### src/hdl/wmmb_pkg.sv
package wmmb_pkg;

  // Field widths
  localparam int SAMPLE_W = 16;
  localparam int SPB_W    = 16;
  localparam int MAXB_W   = 15;
  localparam int INDEX_W  = 14;
  localparam int TOTAL_W  = 40;
  localparam int APB_AW   = 3;
  localparam int APB_DW   = 32;

  // Peak reset values and limits
  localparam logic signed [SAMPLE_W-1:0] PEAK_POS_MAX = 16'sh7FFF;
  localparam logic signed [SAMPLE_W-1:0] PEAK_NEG_MIN = 16'sh8000;
  localparam logic [MAXB_W-1:0]          BUCKET_CAP   = 15'd16384;
  localparam logic [TOTAL_W-1:0]         TOTAL_MAX    = {TOTAL_W{1'b1}};

  // Register reset values
  localparam logic [SPB_W-1:0]  SPB_RESET  = 16'd1024;
  localparam logic [MAXB_W-1:0] MAXB_RESET = 15'd4096;

  // Register index, taken from paddr[2]
  typedef enum logic {
    REG_SPB  = 1'b0,
    REG_MAXB = 1'b1
  } reg_idx_t;

  typedef enum logic {
    OP_SAMPLE = 1'b0,
    OP_FINISH = 1'b1
  } op_t;

  typedef enum logic {
    KIND_BUCKET  = 1'b0,
    KIND_SUMMARY = 1'b1
  } kind_t;

  // Configuration handed from register file to core
  typedef struct packed {
    logic [SPB_W-1:0]  samples_per_bucket;
    logic [MAXB_W-1:0] max_buckets;
  } cfg_t;

endpackage

### src/hdl/wmmb_in_if.sv
interface wmmb_in_if;
  import wmmb_pkg::*;

  logic                       valid;
  logic                       ready;
  logic                       operation;
  logic signed [SAMPLE_W-1:0] sample;

  modport source (output valid, output operation, output sample, input ready);
  modport sink   (input valid, input operation, input sample, output ready);
endinterface

interface wmmb_out_if;
  import wmmb_pkg::*;

  logic                       valid;
  logic                       ready;
  logic                       kind;
  logic                       has_peaks;
  logic signed [SAMPLE_W-1:0] peak_min;
  logic signed [SAMPLE_W-1:0] peak_max;
  logic [INDEX_W-1:0]         bucket_index;
  logic [MAXB_W-1:0]          bucket_total;
  logic [TOTAL_W-1:0]         sample_total;

  modport source (output valid, output kind, output has_peaks, output peak_min,
                  output peak_max, output bucket_index, output bucket_total,
                  output sample_total, input ready);
  modport sink   (input valid, input kind, input has_peaks, input peak_min,
                  input peak_max, input bucket_index, input bucket_total,
                  input sample_total, output ready);
endinterface

### src/hdl/wmmb_regs.sv
module wmmb_regs (
  input  logic                         clk,
  input  logic                         rst_n,
  input  logic                         psel,
  input  logic                         penable,
  input  logic                         pwrite,
  input  logic [wmmb_pkg::APB_AW-1:0]  paddr,
  input  logic [wmmb_pkg::APB_DW-1:0]  pwdata,
  output logic [wmmb_pkg::APB_DW-1:0]  prdata,
  output logic                         pready,
  output wmmb_pkg::cfg_t               cfg
);
  import wmmb_pkg::*;

  logic [SPB_W-1:0]  spb_r;
  logic [MAXB_W-1:0] maxb_r;
  logic              wr_en;
  reg_idx_t          sel;

  assign pready = 1'b1;
  assign wr_en  = psel && penable && pwrite && pready;
  assign sel    = reg_idx_t'(paddr[2]);

  // register writes in the access phase
  always_ff @(posedge clk) begin
    if (!rst_n) begin
      spb_r  <= SPB_RESET;
      maxb_r <= MAXB_RESET;
    end else if (wr_en) begin
      case (sel)
        REG_SPB:  spb_r  <= pwdata[SPB_W-1:0];
        REG_MAXB: maxb_r <= pwdata[MAXB_W-1:0];
        default:  ;
      endcase
    end
  end

  // read mux
  always_comb begin
    case (sel)
      REG_SPB:  prdata = {{(APB_DW-SPB_W){1'b0}}, spb_r};
      REG_MAXB: prdata = {{(APB_DW-MAXB_W){1'b0}}, maxb_r};
      default:  prdata = '0;
    endcase
  end

  assign cfg.samples_per_bucket = spb_r;
  assign cfg.max_buckets        = maxb_r;

endmodule

### src/hdl/wmmb_core.sv
module wmmb_core (
  input  logic           clk,
  input  logic           rst_n,
  input  wmmb_pkg::cfg_t cfg,
  wmmb_in_if.sink        in_bus,
  wmmb_out_if.source     out_bus
);
  import wmmb_pkg::*;

  // input stage
  logic                       stg_valid_r, stg_valid_nxt;
  logic                       stg_op_r;
  logic signed [SAMPLE_W-1:0] stg_sample_r;

  // bucket state
  logic [SPB_W-1:0]           fill_r, fill_nxt;
  logic signed [SAMPLE_W-1:0] min_r, min_nxt;
  logic signed [SAMPLE_W-1:0] max_r, max_nxt;
  logic [MAXB_W-1:0]          done_r, done_nxt;
  logic [TOTAL_W-1:0]         seen_r, seen_nxt;

  // result register
  logic                       res_valid_r, res_valid_nxt;
  logic                       res_kind_r, res_kind_nxt;
  logic                       res_peaks_r, res_peaks_nxt;
  logic signed [SAMPLE_W-1:0] res_min_r, res_min_nxt;
  logic signed [SAMPLE_W-1:0] res_max_r, res_max_nxt;
  logic [INDEX_W-1:0]         res_idx_r, res_idx_nxt;
  logic [MAXB_W-1:0]          res_btot_r, res_btot_nxt;
  logic [TOTAL_W-1:0]         res_stot_r, res_stot_nxt;

  logic                       adv;
  logic                       in_take;
  logic [MAXB_W-1:0]          limit;
  logic                       partial;
  logic [SPB_W:0]             fill_inc;
  logic signed [SAMPLE_W-1:0] new_min, new_max;

  // stage moves on when the result register is free or being drained
  assign adv           = !res_valid_r || out_bus.ready;
  assign in_bus.ready  = !stg_valid_r || adv;
  assign in_take       = in_bus.valid && in_bus.ready;

  assign limit    = (cfg.max_buckets > BUCKET_CAP) ? BUCKET_CAP : cfg.max_buckets;
  assign partial  = (fill_r != '0) && (done_r < limit);
  assign fill_inc = {1'b0, fill_r} + {{SPB_W{1'b0}}, 1'b1};
  assign new_min  = (stg_sample_r < min_r) ? stg_sample_r : min_r;
  assign new_max  = (stg_sample_r > max_r) ? stg_sample_r : max_r;

  // one item per cycle while the result register is free or being drained: state update and result select
  always_comb begin
    stg_valid_nxt = in_bus.ready ? in_bus.valid : stg_valid_r;
    fill_nxt      = fill_r;
    min_nxt       = min_r;
    max_nxt       = max_r;
    done_nxt      = done_r;
    seen_nxt      = seen_r;
    res_valid_nxt = adv ? 1'b0 : res_valid_r;
    res_kind_nxt  = res_kind_r;
    res_peaks_nxt = res_peaks_r;
    res_min_nxt   = res_min_r;
    res_max_nxt   = res_max_r;
    res_idx_nxt   = res_idx_r;
    res_btot_nxt  = res_btot_r;
    res_stot_nxt  = res_stot_r;

    if (stg_valid_r && adv) begin
      if (op_t'(stg_op_r) == OP_FINISH) begin
        // summary, state untouched
        res_valid_nxt = 1'b1;
        res_kind_nxt  = KIND_SUMMARY;
        res_peaks_nxt = partial;
        res_min_nxt   = partial ? min_r : '0;
        res_max_nxt   = partial ? max_r : '0;
        res_idx_nxt   = '0;
        res_btot_nxt  = done_r + {{(MAXB_W-1){1'b0}}, partial};
        res_stot_nxt  = seen_r;
      end else begin
        if (seen_r != TOTAL_MAX) begin
          seen_nxt = seen_r + {{(TOTAL_W-1){1'b0}}, 1'b1};
        end
        if (done_r < limit) begin
          if (fill_inc >= {1'b0, cfg.samples_per_bucket}) begin
            // bucket complete
            res_valid_nxt = 1'b1;
            res_kind_nxt  = KIND_BUCKET;
            res_peaks_nxt = 1'b1;
            res_min_nxt   = new_min;
            res_max_nxt   = new_max;
            res_idx_nxt   = done_r[INDEX_W-1:0];
            res_btot_nxt  = '0;
            res_stot_nxt  = '0;
            done_nxt      = done_r + {{(MAXB_W-1){1'b0}}, 1'b1};
            fill_nxt      = '0;
            min_nxt       = PEAK_POS_MAX;
            max_nxt       = PEAK_NEG_MIN;
          end else begin
            fill_nxt = fill_inc[SPB_W-1:0];
            min_nxt  = new_min;
            max_nxt  = new_max;
          end
        end
      end
    end
  end

  // control and state registers
  always_ff @(posedge clk) begin
    if (!rst_n) begin
      stg_valid_r <= 1'b0;
      res_valid_r <= 1'b0;
      fill_r      <= '0;
      min_r       <= PEAK_POS_MAX;
      max_r       <= PEAK_NEG_MIN;
      done_r      <= '0;
      seen_r      <= '0;
    end else begin
      stg_valid_r <= stg_valid_nxt;
      res_valid_r <= res_valid_nxt;
      fill_r      <= fill_nxt;
      min_r       <= min_nxt;
      max_r       <= max_nxt;
      done_r      <= done_nxt;
      seen_r      <= seen_nxt;
    end
  end

  // payload registers
  always_ff @(posedge clk) begin
    if (in_take) begin
      stg_op_r     <= in_bus.operation;
      stg_sample_r <= in_bus.sample;
    end
    res_kind_r  <= res_kind_nxt;
    res_peaks_r <= res_peaks_nxt;
    res_min_r   <= res_min_nxt;
    res_max_r   <= res_max_nxt;
    res_idx_r   <= res_idx_nxt;
    res_btot_r  <= res_btot_nxt;
    res_stot_r  <= res_stot_nxt;
  end

  assign out_bus.valid        = res_valid_r;
  assign out_bus.kind         = res_kind_r;
  assign out_bus.has_peaks    = res_peaks_r;
  assign out_bus.peak_min     = res_min_r;
  assign out_bus.peak_max     = res_max_r;
  assign out_bus.bucket_index = res_idx_r;
  assign out_bus.bucket_total = res_btot_r;
  assign out_bus.sample_total = res_stot_r;

endmodule

### src/hdl/waveform_min_max_bucketer_unit.sv
// Min/max peak decimator for signed Q1.15 audio. Each sample beat (operation 0)
// is folded into the open bucket; when samples_per_bucket samples have been
// seen, one beat with the bucket's min, max and index comes out (0 acts as 1).
// After max_buckets buckets (capped at 16384) samples are only counted. A
// finish beat (operation 1) returns a summary: the open partial bucket if any,
// the bucket total and a 40-bit saturating sample count; it changes no state.
// Timing: one beat per clock sustained while the output is not stalled; a beat's
// result passes the input stage, then the result register, before it is presented.
// Configuration via APB at 0x0 (samples_per_bucket) and 0x4 (max_buckets);
// write only when idle.
module waveform_min_max_bucketer_unit (
  input  logic                         clk,
  input  logic                         rst_n,
  wmmb_in_if.sink                      in_bus,
  wmmb_out_if.source                   out_bus,
  input  logic                         psel,
  input  logic                         penable,
  input  logic                         pwrite,
  input  logic [wmmb_pkg::APB_AW-1:0]  paddr,
  input  logic [wmmb_pkg::APB_DW-1:0]  pwdata,
  output logic [wmmb_pkg::APB_DW-1:0]  prdata,
  output logic                         pready
);
  import wmmb_pkg::*;

  cfg_t cfg;

  // configuration registers
  wmmb_regs u_regs (
    .clk     (clk),
    .rst_n   (rst_n),
    .psel    (psel),
    .penable (penable),
    .pwrite  (pwrite),
    .paddr   (paddr),
    .pwdata  (pwdata),
    .prdata  (prdata),
    .pready  (pready),
    .cfg     (cfg)
  );

  // bucketing datapath
  wmmb_core u_core (
    .clk     (clk),
    .rst_n   (rst_n),
    .cfg     (cfg),
    .in_bus  (in_bus),
    .out_bus (out_bus)
  );

endmodule

### src/flat_wrapper.sv
// flat-port wrapper written by rule: the top's interface ports become plain ports
module waveform_min_max_bucketer_unit_flat import wmmb_pkg::*;
  (clk, rst_n, psel, penable, pwrite, paddr, pwdata, prdata, pready, in_bus_valid, in_bus_operation, in_bus_sample, in_bus_ready, out_bus_valid, out_bus_kind, out_bus_has_peaks, out_bus_peak_min, out_bus_peak_max, out_bus_bucket_index, out_bus_bucket_total, out_bus_sample_total, out_bus_ready);
  wmmb_in_if in_bus_i ();
  wmmb_out_if out_bus_i ();
  input  logic clk;
  input  logic rst_n;
  input  logic psel;
  input  logic penable;
  input  logic pwrite;
  input  logic [wmmb_pkg::APB_AW-1:0] paddr;
  input  logic [wmmb_pkg::APB_DW-1:0] pwdata;
  output logic [wmmb_pkg::APB_DW-1:0] prdata;
  output logic pready;
  input wire logic [$bits(in_bus_i.valid)-1:0] in_bus_valid;
  input wire logic [$bits(in_bus_i.operation)-1:0] in_bus_operation;
  input wire logic [$bits(in_bus_i.sample)-1:0] in_bus_sample;
  output wire logic [$bits(in_bus_i.ready)-1:0] in_bus_ready;
  output wire logic [$bits(out_bus_i.valid)-1:0] out_bus_valid;
  output wire logic [$bits(out_bus_i.kind)-1:0] out_bus_kind;
  output wire logic [$bits(out_bus_i.has_peaks)-1:0] out_bus_has_peaks;
  output wire logic [$bits(out_bus_i.peak_min)-1:0] out_bus_peak_min;
  output wire logic [$bits(out_bus_i.peak_max)-1:0] out_bus_peak_max;
  output wire logic [$bits(out_bus_i.bucket_index)-1:0] out_bus_bucket_index;
  output wire logic [$bits(out_bus_i.bucket_total)-1:0] out_bus_bucket_total;
  output wire logic [$bits(out_bus_i.sample_total)-1:0] out_bus_sample_total;
  input wire logic [$bits(out_bus_i.ready)-1:0] out_bus_ready;
  assign in_bus_i.valid = in_bus_valid;
  assign in_bus_i.operation = in_bus_operation;
  assign in_bus_i.sample = in_bus_sample;
  assign in_bus_ready = in_bus_i.ready;
  assign out_bus_valid = out_bus_i.valid;
  assign out_bus_kind = out_bus_i.kind;
  assign out_bus_has_peaks = out_bus_i.has_peaks;
  assign out_bus_peak_min = out_bus_i.peak_min;
  assign out_bus_peak_max = out_bus_i.peak_max;
  assign out_bus_bucket_index = out_bus_i.bucket_index;
  assign out_bus_bucket_total = out_bus_i.bucket_total;
  assign out_bus_sample_total = out_bus_i.sample_total;
  assign out_bus_i.ready = out_bus_ready;
  waveform_min_max_bucketer_unit u_core (.clk(clk), .rst_n(rst_n), .in_bus(in_bus_i), .out_bus(out_bus_i), .psel(psel), .penable(penable), .pwrite(pwrite), .paddr(paddr), .pwdata(pwdata), .prdata(prdata), .pready(pready));
endmodule
### config.mk
export PLATFORM = sky130hd
export DESIGN_NAME = waveform_min_max_bucketer_unit_flat
export DESIGN_NICKNAME = d
export VERILOG_FILES = /design/src/hdl/wmmb_pkg.sv /design/src/hdl/wmmb_in_if.sv /design/src/hdl/wmmb_regs.sv /design/src/hdl/wmmb_core.sv /design/src/hdl/waveform_min_max_bucketer_unit.sv /design/src/flat_wrapper.sv
export SDC_FILE = /design/constraint.sdc
export NUM_CORES = 1
export LEC_CHECK = 0
export BUFFER_PORTS_ARGS = -buffer_cell sky130_fd_sc_hd__buf_2
export CORE_ASPECT_RATIO = 0.8
export CORE_MARGIN = 2
export CORE_UTILIZATION = 35
export CTS_CLUSTER_SIZE = 16
export DETAILED_ROUTE_END_ITERATION = 7
export GPL_TIMING_DRIVEN = 0
export PLACE_DENSITY_LB_ADDON = 0.08
export SYNTH_ARGS = -nofsm -noshare
export SYNTH_HDL_FRONTEND = slang
export SYNTH_SLANG_ARGS = --single-unit
### constraint.sdc
create_clock -name clk -period 21.2 [get_ports clk]
set_input_delay 3.18 -clock clk [delete_from_list [all_inputs] [get_ports clk]]
set_output_delay 3.18 -clock clk [all_outputs]
set_load 0.03 [all_outputs]
---- Word level (Yosys, flattened, before mapping) ----
Cells that the tools add are included.
word-level totals
  bits in registers ....................... 256
  output and inout port bits .............. 138
  word-level logic and storage cells ...... 81
cells by class
  $add $sub $neg .......................... 4
  $lt $le $gt $ge ......................... 5
  eq/ne operators ......................... 1
  mux-type cells .......................... 33
  bitwise logic cells ..................... 2
  reduce and logical (&&, ||, !) cells .... 18
operators by type and width
  kind                   count
  $mux 16                13
  $mux 40                3
  $pmux 32 s2            1
  $mux 15                4
  $add 40x1->40 const B  1
  $ne 40x40->1 const B   1
  $mux 14                2
  $add 16x1->17 const B  1
  $ge 17x16->1           1
  $gt 16x16->1           1
  $lt 16x16->1           1
  $reduce_bool 16->1     1
  $add 15x1->15          1
  $add 15x1->15 const B  1
  $gt 15x15->1 const B   1
  $lt 15x15->1           1
  $mux 1                 10
  $reduce_and 3->1       3
  $logic_and 1x1->1      5
  $reduce_and 2->1       2
  $reduce_and 4->1       1
  $reduce_bool 2->1      2
  $logic_not 1->1        2
  $logic_or 1x1->1       2
  $not 1->1              2

---- Depth between registers and ports, before layout ----
  depth after elaboration ................. 7
  gate-level depth with buffers ........... 17

---- Modules after synthesis ----
From an unflattened synthesis, not the netlist that was laid out.
unflattened totals
  cells, all modules ...................... 1238
  area total of the unflattened synthesis .. 12898.6 sq um
by module, submodules not included
  module     instances  cells each  area an instance (sq um)
  wmmb_core  1          1078        11359.6
  wmmb_regs  1          160         1539.0

---- Worst setup path before layout ----
OpenSTA, ideal clock, no wires.
  path kind ............................... input to register
  from .................................... in out_bus_ready
  to ...................................... reg u_core.u_core.res_idx_r[0], in the netlist u_core.u_core.out_bus.bucket_index[0], enable pin
  library setup time ...................... 0.712 ns
  arrival time ............................ 10.684 ns
  data required time ...................... 20.488 ns
  path slack .............................. 9.804 ns
  cell stages on the path ................. 2
  path through ............................ nor2b_4 nor3b_1
between the ends
  word-level cells in the longest chain between the ends .. 3
ends and longest elaborated chain
  what                        line                RTL
  start, declared             flat_wrapper.sv:27  input wire logic [$bits(out_bus_i.ready)-1:0] out_bus_ready;
  $logic_or 1x1->1            wmmb_core.sv:40     assign adv = !res_valid_r || out_bus.ready;
  $logic_and 1x1->1           wmmb_core.sv:67     if (stg_valid_r && adv) begin
  $reduce_and 3->1 (no line)  --
  end signal, assigned        wmmb_core.sv:138    res_idx_r <= res_idx_nxt;
  end, declared               wmmb_core.sv:28     logic [INDEX_W-1:0] res_idx_r, res_idx_nxt;
No other way between the ends.
A chain may end at the register's enable or synchronous reset.

---- Worst setup path in the final report ----
  from .................................... in paddr[2] (netlist name)
  to ...................................... out prdata[0] (netlist name)
between the ends
  word-level cells in the longest chain between the ends .. 2
ends and longest elaborated chain
  what             line                RTL
  start, declared  flat_wrapper.sv:11  input logic [wmmb_pkg::APB_AW-1:0] paddr;
  $not 1->1        --
  $pmux 32 s2 (*)  wmmb_regs.sv:40     case (sel)
  end, declared    flat_wrapper.sv:13  output logic [wmmb_pkg::APB_DW-1:0] prdata;
Every way passes the cells marked *; elsewhere a longest branch is shown, timed or not. The select of a mux whose other input is x is not followed.

==> impl_results.rst <==
.. list-table::
   :header-rows: 1

   * - Metric
     - Value
   * - Reported max-cap violation count
     - 0
   * - Number of top-level design ports
     - 197
   * - Final number of hold-violating endpoints
     - 0
   * - Drt pass-1 iters
     - 5
   * - Post-CTS setup buffer count
     - 0
   * - Depth of the CTS H-tree
     - 1
   * - Worst path max stage delay
     - 470 ps
   * - Remaining number of nets flagged by the antenna check after routing
     - 0
   * - Clock tree buffer depth
     - 3
   * - Die Span Y
     - approximately 170 microns
   * - Setup TNS after final layout
     - 0 ps
   * - Top fanout value on the critical path
     - 10
   * - # resized after CTS
     - 0
   * - Share of post-route cells with drive strength above 1
     - 0.183
   * - First DRT Iteration DRCs
     - 642
   * - Worst skew pair latency
     - roughly 560 ps
   * - WHS Path Cells
     - 2
   * - DP Wirelength
     - 25.0 mm
   * - Power per standard cell area
     - 77.3 nW/um^2
   * - Growth of design area from synthesis to finish
     - 20.2%
   * - Synthesis warning total
     - 0
   * - Number of buffers added by the clock tree synthesis step
     - 28
   * - Die Area
     - around 37000 sq um
   * - Crit start category
     - primary input
   * - Final worst path period share
     - 0.358
   * - Min Clock Period, post-route
     - around 7600 ps
   * - Most frequent cells in the layout
     - sky130_fd_sc_hd__buf_2 (174), sky130_fd_sc_hd__nand2_1 (168), sky130_fd_sc_hd__dfxtp_1 (136)
   * - Worst Path Required
     - 18020 ps
   * - Portion of the post-synthesis area used by sequential elements
     - 0.507
   * - Tightest hold margin
     - 455 ps
   * - Count of buffers inserted at the top-level ports
     - around 160
   * - Fin util
     - 0.429
   * - Routed wire length per instance
     - 17.1 microns
   * - # setup viols final
     - 0
   * - Highest clock frequency the design can meet
     - 0.132 GHz
   * - Outcome
     - finished, final reports clean
   * - Net count reported at finish
     - 1596
   * - Critical path cell sequence
     - clkbuf_1 -> clkbuf_1 -> mux2_2 -> buf_2
   * - Initial core utilization
     - 0.357
   * - Area share of the largest cell type after synthesis
     - 0.289
   * - Leading cell type in the layout, fill and taps excluded
     - sky130_fd_sc_hd__buf_2
   * - Maximum vdd ir drop
     - 0.0515 mV
   * - Least-Margin Pin Slew
     - ~940 ps
   * - Clock transition time at the flip-flop clock pins of the worst setup and hold paths
     - about 60 ps
   * - Library cell occupying the most area in the post-synthesis netlist
     - sky130_fd_sc_hd__edfxtp_1
   * - Average via count per standard cell
     - 5.03
   * - Type of the setup path with the least slack
     - primary input to primary output
   * - Crit path to
     - prdata[0]
   * - Total global-route track usage
     - 0.179
   * - Count of different cell masters after synthesis
     - 75
   * - Leading post-synthesis cells by cell area
     - sky130_fd_sc_hd__edfxtp_1 (29%), sky130_fd_sc_hd__dfxtp_1 (22%), sky130_fd_sc_hd__ha_1 (6.7%)
   * - Worst relative slew slack
     - 0.372
   * - CTS root buf
     - sky130_fd_sc_hd__clkbuf_16
   * - Final Skew
     - ~20 ps
   * - Flip-flop and latch count after synthesis
     - approximately 260
   * - Placeable Area
     - roughly 35000 sq um
   * - Commonest register cell after synthesis
     - sky130_fd_sc_hd__dfxtp_1
   * - TritonCTS clock tree
     - built
   * - Max stage delay cell, worst path
     - sky130_fd_sc_hd__clkbuf_1
   * - Combined flip-flop and latch cell area
     - approximately 6300 sq um
   * - First-pass GRT wire length
     - 52.9 mm
   * - Worst r2r path cells
     - 18
   * - CP Launch Point
     - paddr[2]
   * - Die Span X
     - approximately 220 microns
   * - Worst path most repeated cell
     - sky130_fd_sc_hd__clkbuf_1
   * - Worst reg-to-reg setup slack
     - 15780 ps
   * - LEAKAGE
     - around 5.7 nW
   * - Syn Inst Count
     - around 1.3k
   * - Final-layout fill cell count
     - about 3.5k
   * - CP arrival
     - 4410 ps
   * - Remaining design rule violation count
     - 0
   * - Largest net degree at the start of global routing
     - 18
   * - TritonCTS Sinks
     - between 200 and 300
   * - Overflow left after global routing
     - 0
   * - CTS Hold Buffers Added
     - 0
   * - Endpoint kind of the worst setup timing path
     - primary output
   * - Async set-or-reset flop fraction in the synthesized netlist
     - 0
   * - Number of antenna violations at the first check in global routing
     - 3
   * - Synth Cell Area
     - roughly 12000 sq um
   * - Slew Viols, Final
     - 0
   * - Post-synthesis average cell area
     - ~9.9 sq um
   * - EDFF count, synth
     - 120
   * - Via count of the first global-routing pass
     - just over 9k
   * - Count of standard-cell rows
     - approximately 60
   * - Reg2reg start
     - u_core.u_core.fill_r[2]
   * - RePlAce Congestion
     - between 0.8 and 0.9
   * - Routed vias
     - between 9k and 10k
   * - Critical R2R Capture
     - u_core.u_core.out_bus.bucket_total[9]
   * - Unrepaired setup endpoints after global routing
     - false
   * - WL final
     - roughly 34 mm
   * - Footprint of the multi-input gates
     - 5550 sq um
   * - Path class of the lowest-slack min-delay path
     - flip-flop to flip-flop
==> kinds of logic after synthesis <==
kind of cell	Yosys count	share of synthesized area
XOR/XNOR	56	0.0393
AO/OA/AOI/OAI	240	0.127
other	2	0.000602
multiplexers	4	0.00331
adder cells (fa/ha/maj)	67	0.0672
buffers and inverters	147	0.0530
flip-flops	256	0.507
AND/OR/NAND/NOR	485	0.202
==> worst max-delay path: cells and delay by family <==
family	cells	cell delay (ps)
buffers and inverters	3	830
multiplexers	1	410
==> metal layers <==
layer	vias up	track usage	wire length, microns	share of wire
li1	4884	-	-	-
met1	4727	0.277	17400	0.52
met2	219	0.260	14200	0.42
met3	46	0.0246	1380	0.041
met4	0	0.0422	640	0.019
met5	-	0	0	0
==> worst min-delay path by stage <==
stage / start / end / slack (ps)
final: u_core.u_regs.spb_r[9] / u_core.u_regs.spb_r[9] / 460
after global routing: u_core.u_regs.spb_r[1] / u_core.u_regs.spb_r[1] / 470
after CTS: u_core.u_regs.spb_r[15] / u_core.u_regs.spb_r[15] / 460
after detailed placement: u_core.u_regs.spb_r[15] / u_core.u_regs.spb_r[15] / 450
after global placement: u_core.u_regs.spb_r[6] / u_core.u_regs.spb_r[6] / 440
after floorplan: u_core.u_regs.spb_r[11] / u_core.u_regs.spb_r[11] / 440
==> state kept, by name (all words and copies together) (netlist names) <==
name	cells
u_core.u_core.out_bus.peak_min	16
u_core.u_core.out_bus.kind	1
u_core.u_core.stg_valid_r	1
u_core.u_core.stg_sample_r	16
u_core.u_core.min_r	16
u_core.u_regs.spb_r	16
u_core.u_core.out_bus.has_peaks	1
u_core.u_core.stg_op_r	1
u_core.u_core.out_bus.sample_total	40
u_core.u_core.done_r	15
u_core.u_regs.maxb_r	15
u_core.u_core.out_bus.valid	1
u_core.u_core.out_bus.bucket_total	15
u_core.u_core.fill_r	16
u_core.u_core.out_bus.peak_max	16
u_core.u_core.max_r	16
u_core.u_core.out_bus.bucket_index	14
u_core.u_core.seen_r	40
==> synth_stat cells (3+ instances only) <==
cell / count
sky130_fd_sc_hd__nand2_1: 168
sky130_fd_sc_hd__dfxtp_1: 136
sky130_fd_sc_hd__edfxtp_1: 120
sky130_fd_sc_hd__a21oi_1: 78
sky130_fd_sc_hd__inv_1: 68
sky130_fd_sc_hd__ha_1: 67
sky130_fd_sc_hd__o21ai_0: 61
sky130_fd_sc_hd__and2_1: 60
sky130_fd_sc_hd__nor2_1: 52
sky130_fd_sc_hd__nand3_1: 45
sky130_fd_sc_hd__clkbuf_1: 39
sky130_fd_sc_hd__nand4_1: 32
sky130_fd_sc_hd__xnor2_1: 31
sky130_fd_sc_hd__xor2_1: 25
sky130_fd_sc_hd__buf_4: 24
sky130_fd_sc_hd__or3_1: 24
sky130_fd_sc_hd__nor3_1: 21
sky130_fd_sc_hd__a22o_1: 16
sky130_fd_sc_hd__nor2b_1: 16
sky130_fd_sc_hd__a32o_1: 15
sky130_fd_sc_hd__buf_2: 15
sky130_fd_sc_hd__o22a_1: 15
sky130_fd_sc_hd__and3_1: 14
sky130_fd_sc_hd__nor4_1: 11
sky130_fd_sc_hd__o21a_1: 8
sky130_fd_sc_hd__and4_1: 6
sky130_fd_sc_hd__a21boi_0: 4
sky130_fd_sc_hd__a21o_1: 4
sky130_fd_sc_hd__nand2b_1: 4
sky130_fd_sc_hd__nand3b_1: 4
sky130_fd_sc_hd__o211ai_1: 4
sky130_fd_sc_hd__o21ai_1: 4
sky130_fd_sc_hd__or4_1: 4
sky130_fd_sc_hd__a211oi_1: 3
sky130_fd_sc_hd__mux2i_1: 3
sky130_fd_sc_hd__nor3b_1: 3
sky130_fd_sc_hd__nor4_2: 3
sky130_fd_sc_hd__o21ai_2: 3
sky130_fd_sc_hd__o31ai_1: 3
sky130_fd_sc_hd__or4b_1: 3
==> power by group <==
group	switching (mW)	total (mW)	internal [mW]	leakage, nW
clock	0.206	0.520	0.314	0.474
combinational	0.0670	0.0975	0.0305	3.06
sequential	0.00956	0.541	0.532	2.15
==> layout make-up <==
class                      instances  share of cell area
clock inverter                    19              0.0166
antenna                            2            0.000334
inverter                          68              0.0170
clock buffer                      32              0.0477
tap                              472              0.0394
timing repair buffer             168              0.0601
buffer                            79              0.0270
sequential                       256               0.422
multi-input combinational        869               0.370
==> per-stage QoR <==
stage,worst slack [ps],cells,power [mW],area [sq um]
6_report,13610,1965,1.16,15000
3_3_place_gp,5400,1903,0.651,13900
4_1_cts,13590,1963,1.18,15000
2_1_floorplan,9800,1272,0.616,12500
5_1_grt,13530,1965,1.20,15000
3_5_place_dp,13600,1912,0.650,14000
(Power assumes the default switching activity.)
